$ cat config.mk
export PLATFORM = sky130hd
export DESIGN_NAME = spkml_ram
export DESIGN_NICKNAME = d
export VERILOG_FILES = /design/src/design/sorted_per_key_member_lists_core_defines.svh /design/src/design/spkml_ram.sv
export SDC_FILE = /design/constraint.sdc
export NUM_CORES = 1
export LEC_CHECK = 0
export BUFFER_PORTS_ARGS = -buffer_cell sky130_fd_sc_hd__buf_2
export CAP_MARGIN = 20
export CORE_MARGIN = 2
export CORE_UTILIZATION = 45
export CTS_BUF_LIST = sky130_fd_sc_hd__clkbuf_4 sky130_fd_sc_hd__clkbuf_8
export DETAILED_ROUTE_END_ITERATION = 7
export PLACE_DENSITY = 0.62
export SKIP_LAST_GASP = 1
export SLEW_MARGIN = 0
export SYNTH_ARGS = -nofsm -noshare
export SYNTH_HDL_FRONTEND = slang
export SYNTH_SLANG_ARGS = --single-unit
$ cat constraint.sdc
create_clock -name clk_i -period 2.19 [get_ports clk_i]
set_clock_uncertainty 0.1 [all_clocks]
set_input_delay 0.1095 -clock clk_i [delete_from_list [all_inputs] [get_ports clk_i]]
set_output_delay 0.1095 -clock clk_i [all_outputs]
set_load 0.02 [all_outputs]
$ cat src/design/sorted_per_key_member_lists_core_defines.svh
// Assertion macros shared by the core.
`ifndef SORTED_PER_KEY_MEMBER_LISTS_CORE_DEFINES_SVH
`define SORTED_PER_KEY_MEMBER_LISTS_CORE_DEFINES_SVH

// Same-cycle implication, checked outside reset.
`define SPKML_ASSERT_NOW(lbl, ante, cons) \
  lbl: assert property (@(posedge clk_i) disable iff (!rst_ni) (ante) |-> (cons)) \
    else $error("sorted list core: same-cycle check failed");

// Next-cycle implication, checked outside reset.
`define SPKML_ASSERT_NEXT(lbl, ante, cons) \
  lbl: assert property (@(posedge clk_i) disable iff (!rst_ni) (ante) |=> (cons)) \
    else $error("sorted list core: next-cycle check failed");

`endif

$ cat src/design/spkml_ram.sv
`timescale 1ns / 1ps
module spkml_ram #(
  parameter int unsigned Width = 8,
  parameter int unsigned Depth = 16,
  localparam int unsigned AddrW = (Depth > 1) ? $clog2(Depth) : 1
) (
  input  logic             clk_i,
  input  logic             we_i,
  input  logic [AddrW-1:0] waddr_i,
  input  logic [Width-1:0] wdata_i,
  input  logic             re_i,
  input  logic [AddrW-1:0] raddr_i,
  output logic [Width-1:0] rdata_o
);

  logic [Width-1:0] mem_q [Depth];
  logic [Width-1:0] rdata_q;

  always_ff @(posedge clk_i) begin
    if (we_i) begin
      mem_q[waddr_i] <= wdata_i;
    end
    if (re_i) begin
      rdata_q <= mem_q[raddr_i];
    end
  end

  assign rdata_o = rdata_q;

endmodule

Yosys cells after proc, flatten, opt, wreduce, memory -nomap -nowiden
Memory sizes are Yosys's and may differ from the RTL's. A register that Yosys moved wholly into a read port is not among the register bits.
Index checks and enable logic that the tools add are counted.
W data, S select, Z words.
{ "totals": {"register_bits": 0, "latch_bits": 0, "ramBits": 128, "romBits": 0, "output_inout_bits": 8, "mem_count": 1} }
{ "memory_table": {"columns": ["memory", "depth", "width", "rd", "rd_ports_with_merged_regs", "write_ports", "line", "source"], "rows": [
  ["mem_q", 16, 8, 1, 1, 1, "spkml_ram.sv:16", "logic [Width-1:0] mem_q [Depth];"]
]} }
{ "op_classes": {"add_sub_neg": 0, "mul": 0, "div": 0, "order_cmp": 0, "n_eq_ne": 0, "n_shift": 0, "mux": 2, "bitwise_logic": 0, "n_reduce_logical": 0} }
{ "op_table": {"columns": ["op", "count"], "rows": [
  ["$mux W1", 2]
]} }

Logic depth before layout (Yosys ltp)
{ "logic_depth": {"ltp_word": 2, "depth_mapped": 5} }

Worst setup path before layout
No wires, ideal clock.
{ "synth_path": {"kind": "input port to flip-flop", "from": "in waddr_i[2]", "to": "mem mem_q[0][0], enable pin", "setup_time_ns": 0.383, "arrival_time_ns": 1.219, "required_ns": 1.707, "slack_ns": 0.488, "cell_stages": 2, "path_buffers": 0, "path_cell_list": "or3b_2 > nor3_1"} }
{ "synth_rtl": {"columns": ["element", "line", "source"], "rows": [
  ["start: declaration", "spkml_ram.sv:9", "input logic [AddrW-1:0] waddr_i,"],
  ["end: declaration", "spkml_ram.sv:16", null]
]} }
No word-level cell before the write port.

==> impl_metrics.yaml <==
outcome:
  status: "finished, final reports clean"
synthesis:
  synth_area_sq_mm: 0.00523
  synthesis.nets: 248
  synth_top_area_cell: "edfxtp_1"
  syn-instance-count: 229
  synthTopCellsByArea: "edfxtp_1 78%, mux4_2 7.8%, mux4_1 7.0%"
  synth.distinct_cells: 18
  ys_warn_count: 0
  synth_seq_cells: 136
  yosysTopAreaCellShare_pct: 78.1
  synth_area_per_cell_sq_um: 22.8
  yosysSeqAreaShare_pct: 78.1
grt:
  grt_use_met2_pct: 27.8
  use_met1_pct: 24.2
  grt_use_total_pct: 17.9
  grt-busiest-layer: "met2"
  overflow: 0
  grt_pass1_vias: 2671
  use_met3_pct: 5.88
  antenna_found_initial: 0
  grt_pass1_wl_um: 15600
  grt_start_max_net_pins: 33
sta:
  fin_crit_ns: 1.56
  post-route-period-util_pct: 71.3
  rsz0062_at_grt: "false"
  setup_viol: 0
  hold_ws_ns: 0.150
  tns_ns: 0
  hold_violations: 0
  timing.fmax_mhz: 641
  worst_pin_slew_ns: 0.421
  relSlewSlack_pct: 71.9
  drv_slew: 0
power:
  p_leak_nw: 2.03
  irDropWorstVdd_mv: 0.307
  p_per_area_mw_per_mm2: 808
finish:
  final_cell_mix: "136 x edfxtp_1, 26 x buf_2, 18 x mux4_2, 18 x buf_4, 17 x clkbuf_8"
  layout_commonest_cell: "edfxtp_1"
  finalNonFillerCells: 447
  diodes: 0
  post-route-util_pct: 53.0
  drive_gt1_share_pct: 29.6
  final_nets: 312
  area_growth_pct: 15.2
drt:
  drtAntennaViolNets: 0
  first_iter_violations: 184
  via_per_inst: 5.50
  wl_per_cell_um: 22.4
  wl_um: 10000
  drc: 0
  firstDrtPassIters: 4
  num_vias: 2457
setup_path:
  critPathMaxFanout: 1
  cp_cell_sequence: "mux4_1, a22oi_1, nand2_1"
  cp.required_ns: 2.26
  r2r_slack_ns: 0.63
  path_buf_inv: 0
  cpPeakStageDelay_ns: 0.52
  crit_arrival_ns: 1.63
  crit_slowest_cell: "mux4_1"
  crit_path_start_kind: "flip-flop"
  crit_path_end_kind: "flip-flop"
  path_class: "flip-flop to flip-flop"
  path_delay_family: "multiplexers"
worst_hold_path:
  hp-class: "input port to flip-flop"
clock_tree:
  cts.sinks: 136
  path_clk_slew_ns: 0.07
  clockBufferDepth: 2
  numCtsBuffers: 17
  cts_tree: "done"
  cts.repair.resized: 0
  insertion_delay_ns: 0.43
  htreeDepth: 4
  root_buffer: "clkbuf_8"
place:
  place.gp.congestion: 0.721
  dp_cells: 408
  io_buffers: 26
  dp_hpwl_um: 6210
floorplan:
  io-pin-count: 27
  core_area_sq_mm: 0.0114
  fp.dieW_um: 112
  rows: 39
  die-area_sq_mm: 0.0125
  start_util_pct: 46.0
  die_h_um: 112
flow_run:
  drv_cap: 0
[logic make-up after synthesis]
| kind of cell | Yosys count | share of synthesized area (%) |
|---|---|---|
| and+or+nand+nor | 35 | 3.14 |
| AOI/OAI and AO/OA | 16 | 2.30 |
| DFF | 136 | 78.1 |
| buffers and inverters | 10 | 1.65 |
| muxes | 32 | 14.8 |
[flip-flops by register name, summed over array words and instances, names as in the netlist]
register  flops
mem_q       128
rdata_o       8
[path summary, 6_finish.rpt]
| path | start | to | depth (start not counted) |
|---|---|---|---|
| worst min-delay path | waddr_i[0] | mem_q[4][2]$_DFFE_PP_ | 3 |
| worst max register to register | mem_q[1][3]$_DFFE_PP_ | rdata_o[3]$_DFFE_PP_ | 3 |
| worst max-delay path | mem_q[1][3]$_DFFE_PP_ | rdata_o[3]$_DFFE_PP_ | 3 |
| worst min register to register | mem_q[14][5]$_DFFE_PP_ | rdata_o[5]$_DFFE_PP_ | 3 |
[per-stage QoR]
step / power (mW) / setup slack (ns) / instance area (sq um)
after floorplan: 3.16 / 0.488 / 5230
after global placement: 3.28 / 0.383 / 5630
after detailed placement: 3.29 / 0.391 / 5630
after CTS: 4.92 / 0.625 / 6020
after global routing: 5.05 / 0.557 / 6020
final: 4.86 / 0.629 / 6020
[cell type report]
| class | instances | area [sq um] |
|---|---|---|
| clock inverter | 8 | 33.8 |
| clock buffer | 22 | 272 |
| sequential | 136 | 4080 |
| timing repair buffer | 55 | 395 |
| fill | 917 | 5350 |
| tap | 143 | 179 |
| multi-input combinational | 83 | 1060 |
[worst register-to-register path: stages (launching register included)]
cell	delay, ns
edfxtp_1	0.35
mux4_1	0.52
a22oi_1	0.23
nand2_1	0.11
[layer usage]
metal  share of wire (%)  up-vias
li1                    -     1103
met4                0.94        0
met2                  49      100
met5                   0        -
met1                  41     1249
met3                 8.5        5
[where the power goes]
part | switching (mW) | leakage, nW | internal (mW)
combinational | 0.166 | 0.626 | 0.126
clock | 0.821 | 0.165 | 0.804
sequential | 0.0131 | 1.24 | 2.93
total | 1.00 | 2.03 | 3.86
[synthesized netlist by cell type]
library cell	instances
nand2b_1	2
buf_2	3
clkdlybuf4s25_2	3
mux4_1	14
buf_6	3
nand3_1	1
or3b_2	1
edfxtp_1	136
and2_1	1
nor2b_1	1
nand2_1	9
mux4_2	18
nor3_1	4
nor2_1	13
a22oi_1	16
buf_4	1
nand3b_1	2
and2b_1	1
[repair_timing]
item,in CTS,in global routing
endpoints found under the hold margin,136,0
hold buffers,9,0
setup buffers,0,0
Note: power is estimated with default switching activity, not from simulation.
